File: src/rtl/core/date_string_validator_top_assert.svh
// ----------------------------------------------------------------------------
// Date string validator - assertion macros
// Shared property forms for the validator's concurrent checks.
// ----------------------------------------------------------------------------
`ifndef DATE_STRING_VALIDATOR_TOP_ASSERT_SVH
`define DATE_STRING_VALIDATOR_TOP_ASSERT_SVH

// Same-cycle implication, sampled on the rising clock, off during reset
`define DSV_CHECK_NOW(label, cond, prop) \
   label: assert property (@(posedge clock) disable iff (reset) (cond) |-> (prop)) \
      else $error("date string validator: same-cycle check failed");

// Next-cycle implication, sampled on the rising clock, off during reset
`define DSV_CHECK_NEXT(label, cond, prop) \
   label: assert property (@(posedge clock) disable iff (reset) (cond) |=> (prop)) \
      else $error("date string validator: next-cycle check failed");

`endif

File: src/rtl/core/dsv_pkg.sv
// ----------------------------------------------------------------------------
// Date string validator package
// Character codes, error codes, the finished-date record and month lengths.
// ----------------------------------------------------------------------------
package dsv_pkg;

   localparam int CHAR_W  = 8;
   localparam int POS_W   = 4;
   localparam int DAY_W   = 7;
   localparam int MONTH_W = 7;
   localparam int YEAR_W  = 14;
   localparam int PAIR_W  = 7;
   localparam int MLEN_W  = 5;

   localparam logic [CHAR_W-1:0] CHAR_ZERO  = 8'd48;
   localparam logic [CHAR_W-1:0] CHAR_NINE  = 8'd57;
   localparam logic [CHAR_W-1:0] CHAR_DOT   = 8'd46;
   localparam logic [CHAR_W-1:0] CHAR_SPACE = 8'd32;

   // character positions in DD.MM.YYYY plus the trailing space
   localparam logic [POS_W-1:0] POS_DAY0   = 4'd0;
   localparam logic [POS_W-1:0] POS_DAY1   = 4'd1;
   localparam logic [POS_W-1:0] POS_DOT0   = 4'd2;
   localparam logic [POS_W-1:0] POS_MON0   = 4'd3;
   localparam logic [POS_W-1:0] POS_MON1   = 4'd4;
   localparam logic [POS_W-1:0] POS_DOT1   = 4'd5;
   localparam logic [POS_W-1:0] POS_YEAR0  = 4'd6;
   localparam logic [POS_W-1:0] POS_YEAR1  = 4'd7;
   localparam logic [POS_W-1:0] POS_YEAR2  = 4'd8;
   localparam logic [POS_W-1:0] POS_YEAR3  = 4'd9;
   localparam logic [POS_W-1:0] POS_SPACE  = 4'd10;
   localparam logic [POS_W-1:0] POS_SAT    = 4'd11;

   localparam logic [MONTH_W-1:0] MONTH_MAX = 7'd12;
   localparam logic [MONTH_W-1:0] MONTH_FEB = 7'd2;
   localparam logic [MONTH_W-1:0] MONTH_APR = 7'd4;
   localparam logic [MONTH_W-1:0] MONTH_JUN = 7'd6;
   localparam logic [MONTH_W-1:0] MONTH_SEP = 7'd9;
   localparam logic [MONTH_W-1:0] MONTH_NOV = 7'd11;

   localparam logic [MLEN_W-1:0] DAYS_FEB_LEAP = 5'd29;
   localparam logic [MLEN_W-1:0] DAYS_FEB      = 5'd28;
   localparam logic [MLEN_W-1:0] DAYS_SHORT    = 5'd30;
   localparam logic [MLEN_W-1:0] DAYS_LONG     = 5'd31;

   typedef enum logic [2:0] {
      ERR_NONE   = 3'd0,
      ERR_FORMAT = 3'd1,
      ERR_YEAR   = 3'd2,
      ERR_MONTH  = 3'd3,
      ERR_DAY    = 3'd4
   } err_code_type;

   // finished date handed from the parser to the checker
   typedef struct packed {
      logic               fmt_err;   // bad character or string too short
      logic [DAY_W-1:0]   day;
      logic [MONTH_W-1:0] month;
      logic [YEAR_W-1:0]  year;
      logic [PAIR_W-1:0]  yr_hi;     // century digits, positions 6 and 7
      logic [PAIR_W-1:0]  yr_lo;     // year-in-century digits, positions 8 and 9
   } date_rec_type;

   function automatic logic [MLEN_W-1:0] month_len(input logic [MONTH_W-1:0] month,
                                                   input logic leap);
      logic [MLEN_W-1:0] len;
      len = DAYS_LONG;
      if (month == MONTH_FEB) begin
         len = leap ? DAYS_FEB_LEAP : DAYS_FEB;
      end else if (month == MONTH_APR || month == MONTH_JUN ||
                   month == MONTH_SEP || month == MONTH_NOV) begin
         len = DAYS_SHORT;
      end
      return len;
   endfunction

endpackage

File: src/rtl/core/date_string_validator_top.sv
// ----------------------------------------------------------------------------
// Date string validator
// Checks DD.MM.YYYY date text streamed one character per transfer.
// ----------------------------------------------------------------------------
// Usage:
//   req_* carries one ASCII character per transfer in req_tdata; req_tlast
//   marks the final character of a date string. Only the final character
//   produces a transfer on rsp_*: validity, error code and the decoded day,
//   month and year.
//   Throughput is one character per cycle while req_tready is high. After the
//   final character is taken, the result passes through the parser's record
//   register and then the checker's output register.
//   Reset clears the position counter, the accumulators and both valid
//   flags, so the next character is taken as position 0 of a new string.
//   When rsp_tready is low the result is held; the parser keeps taking
//   characters and can park one more finished date, and only then drops
//   req_tready until the output register drains.
// ----------------------------------------------------------------------------
`include "date_string_validator_top_assert.svh"

module date_string_validator_top
   import dsv_pkg::*;
(
   input  logic        clock,
   input  logic        reset,
   input  logic        req_tvalid,
   output logic        req_tready,
   input  logic [7:0]  req_tdata,   // [7:0] char_code
   input  logic        req_tlast,   // last
   output logic        rsp_tvalid,
   input  logic        rsp_tready,
   output logic [31:0] rsp_tdata    // [0] valid_res, [3:1] error_code, [10:4] day_out,
                                    // [17:11] month_out, [31:18] year_out
);

   logic               rec_valid;
   logic               rec_pop;
   date_rec_type       rec;
   logic               valid_res;
   logic [2:0]         error_code;
   logic [DAY_W-1:0]   day_out;
   logic [MONTH_W-1:0] month_out;
   logic [YEAR_W-1:0]  year_out;

   dsv_parse u_parse (
      .clock     (clock),
      .reset     (reset),
      .in_valid  (req_tvalid),
      .in_ready  (req_tready),
      .char_code (req_tdata),
      .last      (req_tlast),
      .rec_valid (rec_valid),
      .rec_pop   (rec_pop),
      .rec       (rec)
   );

   dsv_check u_check (
      .clock      (clock),
      .reset      (reset),
      .rec_valid  (rec_valid),
      .rec_pop    (rec_pop),
      .rec        (rec),
      .out_valid  (rsp_tvalid),
      .out_ready  (rsp_tready),
      .valid_res  (valid_res),
      .error_code (error_code),
      .day_out    (day_out),
      .month_out  (month_out),
      .year_out   (year_out)
   );

   // pack the result fields from the lowest bit up
   assign rsp_tdata = {year_out, month_out, day_out, error_code, valid_res};

   // a final character always lands in the record register
   `DSV_CHECK_NEXT(a_last_makes_record, req_tvalid && req_tready && req_tlast, rec_valid)
   // a record moved on is shown to the receiver in the next cycle
   `DSV_CHECK_NEXT(a_pop_shows_result, rec_pop, rsp_tvalid)
   // valid flag agrees with the error code
   `DSV_CHECK_NOW(a_flag_matches_code, rsp_tvalid, valid_res == (error_code == ERR_NONE))
   // an accepted date has a real month and a nonzero day
   `DSV_CHECK_NOW(a_good_date_in_range, rsp_tvalid && valid_res,
      month_out != '0 && month_out <= MONTH_MAX && day_out != '0)

endmodule

File: src/rtl/core/dsv_parse.sv
// ----------------------------------------------------------------------------
// Date string parser
// Walks the characters of one date, builds day, month and year, and hands a
// finished record to the checker on the last character.
// ----------------------------------------------------------------------------
module dsv_parse
   import dsv_pkg::*;
(
   input  logic                clock,
   input  logic                reset,
   input  logic                in_valid,
   output logic                in_ready,
   input  logic [CHAR_W-1:0]   char_code,
   input  logic                last,
   output logic                rec_valid,
   input  logic                rec_pop,
   output date_rec_type        rec
);

   logic [POS_W-1:0]   pos_ff,    pos_in;
   logic [DAY_W-1:0]   day_ff,    day_in;
   logic [MONTH_W-1:0] month_ff,  month_in;
   logic [YEAR_W-1:0]  year_ff,   year_in;
   logic [PAIR_W-1:0]  hi_ff,     hi_in;
   logic [PAIR_W-1:0]  lo_ff,     lo_in;
   logic               bad_ff,    bad_in;
   logic               rec_vld_ff;
   date_rec_type       rec_ff,    rec_in;
   logic               take;
   logic               is_digit;
   logic [3:0]         dval;

   // a slot is free when the record register is empty or drains this cycle
   assign in_ready  = !rec_vld_ff || rec_pop;
   assign take      = in_valid && in_ready;
   assign rec_valid = rec_vld_ff;
   assign rec       = rec_ff;

   // '0'..'9' are 0x30..0x39, so the low nibble is the digit value
   assign is_digit = (char_code >= CHAR_ZERO) && (char_code <= CHAR_NINE);
   assign dval     = is_digit ? char_code[3:0] : 4'd0;

   // advance the field accumulators for the character at the current position
   always_comb begin
      day_in   = day_ff;
      month_in = month_ff;
      year_in  = year_ff;
      hi_in    = hi_ff;
      lo_in    = lo_ff;
      bad_in   = bad_ff;
      case (pos_ff)
         POS_DAY0, POS_DAY1: begin
            if (is_digit) begin
               day_in = DAY_W'({day_ff, 3'b000} + {2'b00, day_ff, 1'b0} + {6'd0, dval});
            end else begin
               bad_in = 1'b1;
            end
         end
         POS_MON0, POS_MON1: begin
            if (is_digit) begin
               month_in = MONTH_W'({month_ff, 3'b000} + {2'b00, month_ff, 1'b0} +
                                   {6'd0, dval});
            end else begin
               bad_in = 1'b1;
            end
         end
         POS_YEAR0, POS_YEAR1, POS_YEAR2, POS_YEAR3: begin
            if (is_digit) begin
               year_in = YEAR_W'({year_ff, 3'b000} + {2'b00, year_ff, 1'b0} +
                                 {13'd0, dval});
               if (pos_ff == POS_YEAR0 || pos_ff == POS_YEAR1) begin
                  hi_in = PAIR_W'({hi_ff, 3'b000} + {2'b00, hi_ff, 1'b0} + {6'd0, dval});
               end else begin
                  lo_in = PAIR_W'({lo_ff, 3'b000} + {2'b00, lo_ff, 1'b0} + {6'd0, dval});
               end
            end else begin
               bad_in = 1'b1;
            end
         end
         POS_DOT0, POS_DOT1: begin
            if (char_code != CHAR_DOT) begin
               bad_in = 1'b1;
            end
         end
         POS_SPACE: begin
            if (char_code != CHAR_SPACE) begin
               bad_in = 1'b1;
            end
         end
         default: begin
         end
      endcase
      pos_in = (pos_ff < POS_SAT) ? pos_ff + 4'd1 : pos_ff;
   end

   // record as it stands after the last character
   always_comb begin
      rec_in.fmt_err = bad_in || (pos_ff < POS_YEAR3);
      rec_in.day     = day_in;
      rec_in.month   = month_in;
      rec_in.year    = year_in;
      rec_in.yr_hi   = hi_in;
      rec_in.yr_lo   = lo_in;
   end

   // hold the parse state; clear it after the last character of a string
   always_ff @(posedge clock) begin
      if (reset) begin
         pos_ff     <= '0;
         day_ff     <= '0;
         month_ff   <= '0;
         year_ff    <= '0;
         hi_ff      <= '0;
         lo_ff      <= '0;
         bad_ff     <= 1'b0;
         rec_vld_ff <= 1'b0;
      end else begin
         if (take) begin
            if (last) begin
               pos_ff   <= '0;
               day_ff   <= '0;
               month_ff <= '0;
               year_ff  <= '0;
               hi_ff    <= '0;
               lo_ff    <= '0;
               bad_ff   <= 1'b0;
            end else begin
               pos_ff   <= pos_in;
               day_ff   <= day_in;
               month_ff <= month_in;
               year_ff  <= year_in;
               hi_ff    <= hi_in;
               lo_ff    <= lo_in;
               bad_ff   <= bad_in;
            end
         end
         if (take && last) begin
            rec_vld_ff <= 1'b1;
         end else if (rec_pop) begin
            rec_vld_ff <= 1'b0;
         end
      end
   end

   // load the finished record
   always_ff @(posedge clock) begin
      if (take && last) begin
         rec_ff <= rec_in;
      end
   end

endmodule

File: src/rtl/core/dsv_check.sv
// ----------------------------------------------------------------------------
// Date checker
// Ranks the errors of a finished date and holds the result for the receiver.
// ----------------------------------------------------------------------------
module dsv_check
   import dsv_pkg::*;
(
   input  logic               clock,
   input  logic               reset,
   input  logic               rec_valid,
   output logic               rec_pop,
   input  date_rec_type       rec,
   output logic               out_valid,
   input  logic               out_ready,
   output logic               valid_res,
   output logic [2:0]         error_code,
   output logic [DAY_W-1:0]   day_out,
   output logic [MONTH_W-1:0] month_out,
   output logic [YEAR_W-1:0]  year_out
);

   logic               out_vld_ff;
   err_code_type       err_ff,   err_in;
   logic [DAY_W-1:0]   day_ff;
   logic [MONTH_W-1:0] month_ff;
   logic [YEAR_W-1:0]  year_ff;
   logic               leap;
   logic [MLEN_W-1:0]  mlen;

   assign rec_pop = rec_valid && (!out_vld_ff || out_ready);

   // Gregorian leap year from the two digit pairs: the low pair divisible
   // by 4, and for a century year the century pair divisible by 4
   assign leap = (rec.yr_lo[1:0] == 2'b00) &&
                 ((rec.yr_lo != '0) || (rec.yr_hi[1:0] == 2'b00));
   assign mlen = month_len(rec.month, leap);

   // rank the errors: format, year, month, day
   always_comb begin
      if (rec.fmt_err) begin
         err_in = ERR_FORMAT;
      end else if (rec.year == '0) begin
         err_in = ERR_YEAR;
      end else if (rec.month == '0 || rec.month > MONTH_MAX) begin
         err_in = ERR_MONTH;
      end else if (rec.day == '0 || rec.day > {2'b00, mlen}) begin
         err_in = ERR_DAY;
      end else begin
         err_in = ERR_NONE;
      end
   end

   // hold the result until the receiver takes it
   always_ff @(posedge clock) begin
      if (reset) begin
         out_vld_ff <= 1'b0;
      end else if (rec_pop) begin
         out_vld_ff <= 1'b1;
      end else if (out_ready) begin
         out_vld_ff <= 1'b0;
      end
   end

   always_ff @(posedge clock) begin
      if (rec_pop) begin
         err_ff   <= err_in;
         day_ff   <= rec.day;
         month_ff <= rec.month;
         year_ff  <= rec.year;
      end
   end

   assign out_valid  = out_vld_ff;
   assign valid_res  = (err_ff == ERR_NONE);
   assign error_code = 3'(err_ff);
   assign day_out    = day_ff;
   assign month_out  = month_ff;
   assign year_out   = year_ff;

endmodule

File: config.mk
export PLATFORM = sky130hd
export DESIGN_NAME = date_string_validator_top
export DESIGN_NICKNAME = d
export VERILOG_FILES = /design/src/rtl/core/dsv_pkg.sv /design/src/rtl/core/date_string_validator_top.sv /design/src/rtl/core/dsv_parse.sv /design/src/rtl/core/dsv_check.sv
export VERILOG_INCLUDE_DIRS = /design/src /design/src/rtl/core
export SDC_FILE = /design/constraint.sdc
export NUM_CORES = 1
export LEC_CHECK = 0
export BUFFER_PORTS_ARGS = -buffer_cell sky130_fd_sc_hd__buf_2
export CELL_PAD_IN_SITES_DETAIL_PLACEMENT = 0
export CELL_PAD_IN_SITES_GLOBAL_PLACEMENT = 1
export CORE_UTILIZATION = 35
export CTS_CLUSTER_SIZE = 16
export DETAILED_ROUTE_END_ITERATION = 12
export PLACE_DENSITY_LB_ADDON = 0.1
export SYNTH_ARGS = -nofsm -noshare
export SYNTH_HDL_FRONTEND = slang
export SYNTH_SLANG_ARGS = --single-unit
File: constraint.sdc
create_clock -name clock -period 3.2 [get_ports clock]
set_input_delay 0.32 -clock clock [delete_from_list [all_inputs] [get_ports clock]]
set_output_delay 0.32 -clock clock [all_outputs]
set_load 0.02 [all_outputs]
# ---- Yosys cells after proc, flatten, opt, wreduce, memory -nomap -nowiden
# Index checks and enable logic that the tools add are counted.
# Widths: inputs -> output; s select.
dict set report word_totals {
  wordCells 124
  out_inout_bits 34
  input_bits 13
  regBits 118
}
dict set report op_classes {
  muxes 35
  n_reduce_logical 35
  addsub 11
  magnitude_cmp 6
  n_eq_ne 17
}
# op n
set ops {}
lappend ops {{$mux 7} 14}
lappend ops {{$mux 14} 3}
lappend ops {{$add 7x4->7} 4}
lappend ops {{$add 7x7->7} 4}
lappend ops {{$eq 4x3->1 const B} 4}
lappend ops {{$ne 8x6->1 const B} 2}
lappend ops {{$add 14x14->14} 1}
lappend ops {{$add 14x4->14} 1}
lappend ops {{$eq 7x3->1 const B} 2}
lappend ops {{$eq 7x4->1 const B} 2}
lappend ops {{$logic_not 14->1} 1}
lappend ops {{$logic_not 7->1} 2}
lappend ops {{$eq 4x4->1 const B} 3}
lappend ops {{$mux 4} 3}
lappend ops {{$logic_or 1x1->1} 10}
lappend ops {{$mux 1} 10}
lappend ops {{$eq 4x2->1 const B} 2}
lappend ops {{$ge 8x6->1 const B} 1}
lappend ops {{$le 8x6->1 const B} 1}
lappend ops {{$lt 4x4->1 const B} 2}
lappend ops {{$reduce_or 8->1} 1}
lappend ops {{$eq 7x2->1 const B} 1}
lappend ops {{$gt 7x4->1 const B} 1}
lappend ops {{$gt 7x5->1} 1}
lappend ops {{17 further kinds} 28}

# ---- Longest topological paths before layout
dict set report depth {
  depth_word 11
  depth_mapped 12
  ltp_nobuf 12
}

# ---- Modules after synthesis
# From an unflattened synthesis, not the netlist that was laid out.
dict set report unflattened {
  cells_unflattened 601
  area_unflattened_um2 6727.7
}
# module area_per_inst_um2 seq_area_each_um2 cells_per_inst instances
set modules_own_cells {}
lappend modules_own_cells {dsv_parse 5486.5 2252.2 527 1}
lappend modules_own_cells {dsv_check 1233.7 950.9 73 1}
lappend modules_own_cells {date_string_validator_top 7.5 0.0 1 1}

# ---- Least setup slack after synthesis
# No wires, ideal clock.
dict set report synth_timing {
  kind {register -> register}
  startpoint {register u_check.out_vld_ff, in the netlist u_check.out_valid}
  endpoint {register u_parse.rec_ff (netlist bit u_parse.rec[0]), enable pin}
  arrival_ns 2.770
  n_path_buf 1
  required_ns 2.764
  stages_incl_launch_ff 5
  setup_slack_ns -0.007
  path_cell_list {dfxtp_1 > nand3b_1 > nand2_2 > buf_2 > nor2_1}
}
dict set report synth_between {
  elab_chain_len 6
}
# element line
set synth_rtl {}
lappend synth_rtl {{from (decl)} dsv_check.sv:22} ;# logic out_vld_ff;
lappend synth_rtl {{from (signal assigned)} dsv_check.sv:56} ;# out_vld_ff <= 1'b0;
lappend synth_rtl {{from (signal assigned)} dsv_check.sv:58} ;# out_vld_ff <= 1'b1;
lappend synth_rtl {{from (signal assigned)} dsv_check.sv:60} ;# out_vld_ff <= 1'b0;
lappend synth_rtl {{$logic_not 1->1} dsv_check.sv:30} ;# assign rec_pop = rec_valid && (!out_vld_ff || out_ready);
lappend synth_rtl {{$logic_or 1x1->1} dsv_check.sv:30}
lappend synth_rtl {{$logic_and 1x1->1} dsv_check.sv:30}
lappend synth_rtl {{$logic_or 1x1->1} dsv_parse.sv:34} ;# assign in_ready = !rec_vld_ff || rec_pop;
lappend synth_rtl {{via req_tready} date_string_validator_top.sv:27} ;# output logic req_tready,
lappend synth_rtl {{$logic_and 1x1->1} dsv_parse.sv:35} ;# assign take = in_valid && in_ready;
lappend synth_rtl {{$logic_and 1x1->1} dsv_parse.sv:147} ;# if (take && last) begin
lappend synth_rtl {{to (signal assigned)} dsv_parse.sv:148} ;# rec_ff <= rec_in;
lappend synth_rtl {{to (decl)} dsv_parse.sv:28} ;# date_rec_type rec_ff, rec_in;
# The timed path passes the listed nets, and every way through them passes these cells.
# A chain may end at the register's enable or synchronous reset.

# ---- Worst setup path after layout
dict set report layout_timing {
  startpoint {register u_parse.rec_ff (netlist bit u_parse.rec[3])}
  endpoint {register u_check.err_ff[2], in the netlist u_check.error_code[2], data pin}
}
dict set report layout_between {
  elab_chain_len 8
}
# element line
set layout_rtl {}
lappend layout_rtl {{$reduce_bool 7->1} dsv_check.sv:35} ;# ((rec.yr_lo != '0) || (rec.yr_hi[1:0] == 2'b00));
lappend layout_rtl {{$logic_or 1x1->1} dsv_check.sv:35}
lappend layout_rtl {{$logic_and 1x1->1} dsv_check.sv:34} ;# assign leap = (rec.yr_lo[1:0] == 2'b00) &&
lappend layout_rtl {{$mux 1} dsv_pkg.sv:69} ;# len = leap ? DAYS_FEB_LEAP : DAYS_FEB;
lappend layout_rtl {{$mux 5} dsv_pkg.sv:68} ;# if (month == MONTH_FEB) begin
lappend layout_rtl {{$gt 7x5->1} dsv_check.sv:46} ;# end else if (rec.day == '0 || rec.day > {2'b00, mlen}) begin
lappend layout_rtl {{$logic_or 1x1->1} dsv_check.sv:46}
lappend layout_rtl {{$mux 3} dsv_check.sv:46}
lappend layout_rtl {{to (signal assigned)} dsv_check.sv:66} ;# err_ff <= err_in;
lappend layout_rtl {{to (decl)} dsv_check.sv:23} ;# err_code_type err_ff, err_in;
# No other way between the ends.

==> summary.txt <==
Status
  – Status: completed

Yosys
  – Flops & latches, synth: 113
  – Post-synth EDFFs: 69
  – Synth unique cells: 66
  – Mapped Area: 0.00616 mm2
  – YS warnings: 0
  – Asr flop ratio synth: 0
  – Post-synthesis cell count: approximately 560
  – Syn nets: roughly 640
  – Syn_area_per_cell: roughly 11 um2
  – Sequential area share after synthesis: 0.479
  – Top_reg_cell synth: edfxtp_1

Setup path
  – CP cell instances: or4_1 -> o31ai_1 -> a21oi_1 -> nor3_1 -> o21ai_0 -> ha_1 -> a21oi_1 -> a2111oi_0 -> nor4b_1
  – Setup CP Type: reg2reg
  – Critical Path Sink Type: flip-flop
  – Critical Path RT: ~3.3 ns
  – FF-to-FF End: u_check.error_code[2]$_SDFFCE_PP0P_
  – Critical Path Source: u_parse.rec[3]$_DFFE_PP_
  – Reg2reg setup slack: approximately 0.29 ns
  – Crit path top cell by count: a21oi_1
  – Worst path slowest cell: a2111oi_0
  – Worst EP arrival: 3.04 ns
  – Max stage delay on crit path: about 0.57 ns
  – Worst Setup Start Kind: flip-flop
  – Worst Path Max Fanout: 1
  – Worst r2r src: u_parse.rec[3]$_DFFE_PP_
  – Worst r2r path cells: 9

Hold path
  – Hold Path Sink: u_parse.rec_valid$_SDFFE_PP0P_
  – Min-delay src: req_tvalid
  – Worst min path class: in2reg
  – Worst hold path depth: 3

CTS
  – Clock buffer depth: 2
  – CTS tree: built
  – Hold buffers post-CTS: 0
  – Worst skew pair latency: slightly above 0.4 ns
  – CTS Sinks: approximately 110
  – CTS Buf Count: 17
  – Post_cts resized: 0
  – Root Buffer: clkbuf_16
  – Reg clk slew, reported paths: 0.05 ns
  – H-tree levels: 4
  – Post-CTS Repair Setup Buffers: 0

Timing
  – Post-layout worst setup margin: ~0.29 ns
  – Fmax: about 0.34 GHz
  – Fin crit period: 2.91 ns
  – Period utilization: 0.910
  – Slew @ Worst Pin: just over 1 ns
  – Fin. Hold Viols: 0
  – TNS Setup: 0 ns
  – Setup Skew: around 0.014 ns
  – Unrepaired setup endpoints after global routing: false
  – Fin. max-slew vios: 0
  – Final setup fails: 0
  – Slew margin rel.: 0.318
  – Hold WS: around 0.27 ns

Power and ir drop
  – Total Power: roughly 3.6 mW
  – Leakage power: between 3 and 4 nW
  – Pwr Density: approximately 500 mW/mm2
  – VDD IR max: around 0.00036 V

Die
  – Chip height: between 100 and 150 um
  – Core ar.: 0.0172 mm2
  – Die area: roughly 0.018 mm2
  – I/O pins: 47
  – Die X: ~130 um
  – Initial Utilization: 0.357
  – Rows: 48

Global route
  – Initial antenna violation count: 0
  – Vias in the first global route: roughly 4400
  – First-pass GRT wire length: about 23000 um
  – Congestion Overflow GR: 0
  – Overall Global Routing Usage: 0.171
  – Maximum number of pins on one net before global-route repair: 40

Cells and area
  – Non-Filler Instances: between 800 and 900
  – Design area: roughly 0.0074 mm2
  – Nets: 705
  – Ant diodes: 0
  – Final core area utilization: 0.427
  – Share of cells above drive strength 1: 0.202
  – Area Growth Syn to Fin: 19.4%

Route
  – 1st-iter DRT viols: 198
  – DR vias/cell: around 5.2
  – Drc violations: 0
  – WL per Instance: 16.6 um
  – DR pass1 iterations: 5
  – Final ANT Viol Nets: 0
  – Routed vias: about 4500
  – Final WL: 14400 um

Placement
  – PortBufs: 46
  – Post-Place Cell Area: 0.00675 mm2
  – Placed cells: approximately 840
  – HPWL after detailed placement: between 10000 and 15000 um
  – GP Congestion: approximately 0.8
  – Pre-CTS WS: 0.0268 ns

Flow run
  – Max-Cap Viols: 0
==> worst max-delay path, delay by kind of cell (launching register included) <==
| kind | cells | cell delay [ns] |
|---|---|---|
| AO/OA/AOI/OAI | 5 | 1.20 |
| flip-flops | 1 | 0.35 |
| adder cells (fa/ha/maj) | 1 | 0.31 |
| AND/OR/NAND/NOR | 3 | 0.76 |
==> per-layer routing <==
layer / wire length (um) / up-vias / global-route usage
li1: - / 2245 / -
met1: 7350 / 2156 / 0.232
met2: 6480 / 80 / 0.272
met3: 400 / 15 / 0.0357
met4: 196 / 0 / 0.0568
met5: 0 / - / 0
==> registers in the layout, summed over array words and instances (netlist names) <==
signal and flops:
u_parse.pos_ff 4, u_parse.year_ff 14, u_parse.rec_valid 1, u_parse.lo_ff 7, u_parse.day_ff 7, u_parse.hi_ff 2
u_check.error_code 3, u_check.year_out 14, u_parse.bad_ff 1, u_check.month_out 7, u_check.day_out 7, u_parse.rec 38
u_check.out_valid 1, u_parse.month_ff 7
==> cell families (layout without fill, tap and decap cells) <==
kind of cell | count (synthesis) | in the layout | synth area share
multiplexers | 17 | 17 | 0.0307
AND/OR/NAND/NOR | 177 | 177 | 0.155
AO/OA/AOI/OAI | 137 | 137 | 0.148
XOR/XNOR | 23 | 23 | 0.0327
flip-flops | 113 | 113 | 0.479
buffers and inverters | 35 | 116 | 0.0258
adder cells (fa/ha/maj) | 61 | 61 | 0.129
==> cells in the final DEF, fill, tap and decap left out, types with 3 or more instances in the layout <==
cell type	Yosys	routed
a21o_1	17	17
a21oi_1	34	34
a22oi_1	16	16
a32oi_1	3	3
and2_1	4	4
and3_1	4	4
buf_2	7	46
buf_4	3	21
bufinv_16	0	3
clkbuf_16	0	17
clkinv_2	0	3
clkinvlp_4	0	5
dfxtp_1	44	44
edfxtp_1	69	69
fa_1	4	4
ha_1	57	57
inv_1	17	17
mux2_2	15	15
nand2_1	50	50
nand2b_1	4	4
nand3_1	15	15
nand4_1	4	4
nor2_1	45	44
nor2b_1	5	5
nor3_1	11	11
nor4_1	7	7
nor4_4	3	3
o2111ai_1	3	3
o211a_1	3	3
o211ai_1	4	4
o21a_1	5	5
o21ai_0	25	25
o21ai_1	6	6
o31ai_1	7	7
or3_1	5	5
xnor2_1	16	16
xor2_1	7	7
==> cells in the mapped netlist, types with 3 or more instances <==
library cell | instances | area [um2]
nor4_1 | 7 | 43.8
o21ai_0 | 25 | 125
nand2b_1 | 4 | 25.0
or3_1 | 5 | 31.3
nand4_1 | 4 | 25.0
o2111ai_1 | 3 | 26.3
nor2b_1 | 5 | 31.3
xor2_1 | 7 | 61.3
nand3_1 | 15 | 75.1
a21o_1 | 17 | 128
nor3_1 | 11 | 55.1
clkbuf_1 | 5 | 18.8
and3_1 | 4 | 25.0
edfxtp_1 | 69 | 2070
o21ai_1 | 6 | 30.0
buf_4 | 3 | 22.5
a32oi_1 | 3 | 26.3
inv_1 | 17 | 63.8
dfxtp_1 | 44 | 881
nor4_4 | 3 | 63.8
buf_2 | 7 | 35.0
xnor2_1 | 16 | 140
and2_1 | 4 | 25.0
mux2_2 | 15 | 169
a21oi_1 | 34 | 170
a22oi_1 | 16 | 120
ha_1 | 57 | 713
o21a_1 | 5 | 37.5
fa_1 | 4 | 80.1
o211ai_1 | 4 | 30.0
o211a_1 | 3 | 30.0
nand2_1 | 50 | 188
nor2_1 | 45 | 169
o31ai_1 | 7 | 52.6
==> cell type report <==
type | count | area, um2
Multi-Input combinational cell | 415 | 3070
Tap cell | 225 | 282
Inverter | 17 | 63.8
Fill cell | 1620 | 9880
Clock buffer | 19 | 443
Timing Repair Buffer | 67 | 388
Sequential cell | 113 | 2950
Clock inverter | 13 | 160
==> report_power, final <==
part	switching [mW]	internal [mW]
Clock	0.669	1.24
Combinational	0.104	0.0422
Sequential	0.0140	1.57
Total	0.787	2.86
==> how the worst max path moves through the flow <==
stage                                          endpoint  slack (ns)  cells after the start
floorplan                  u_check.day_out[0]$_DFFE_PP_        0.05                      1
detailed placement            u_parse.rec[24]$_DFFE_PP_        0.03                     13
global placement              u_parse.rec[24]$_DFFE_PP_        0.07                     13
finish              u_check.error_code[2]$_SDFFCE_PP0P_        0.29                      9
global route        u_check.error_code[2]$_SDFFCE_PP0P_        0.07                      9
CTS                 u_check.error_code[2]$_SDFFCE_PP0P_        0.24                      9
(Power assumes the default switching activity.)
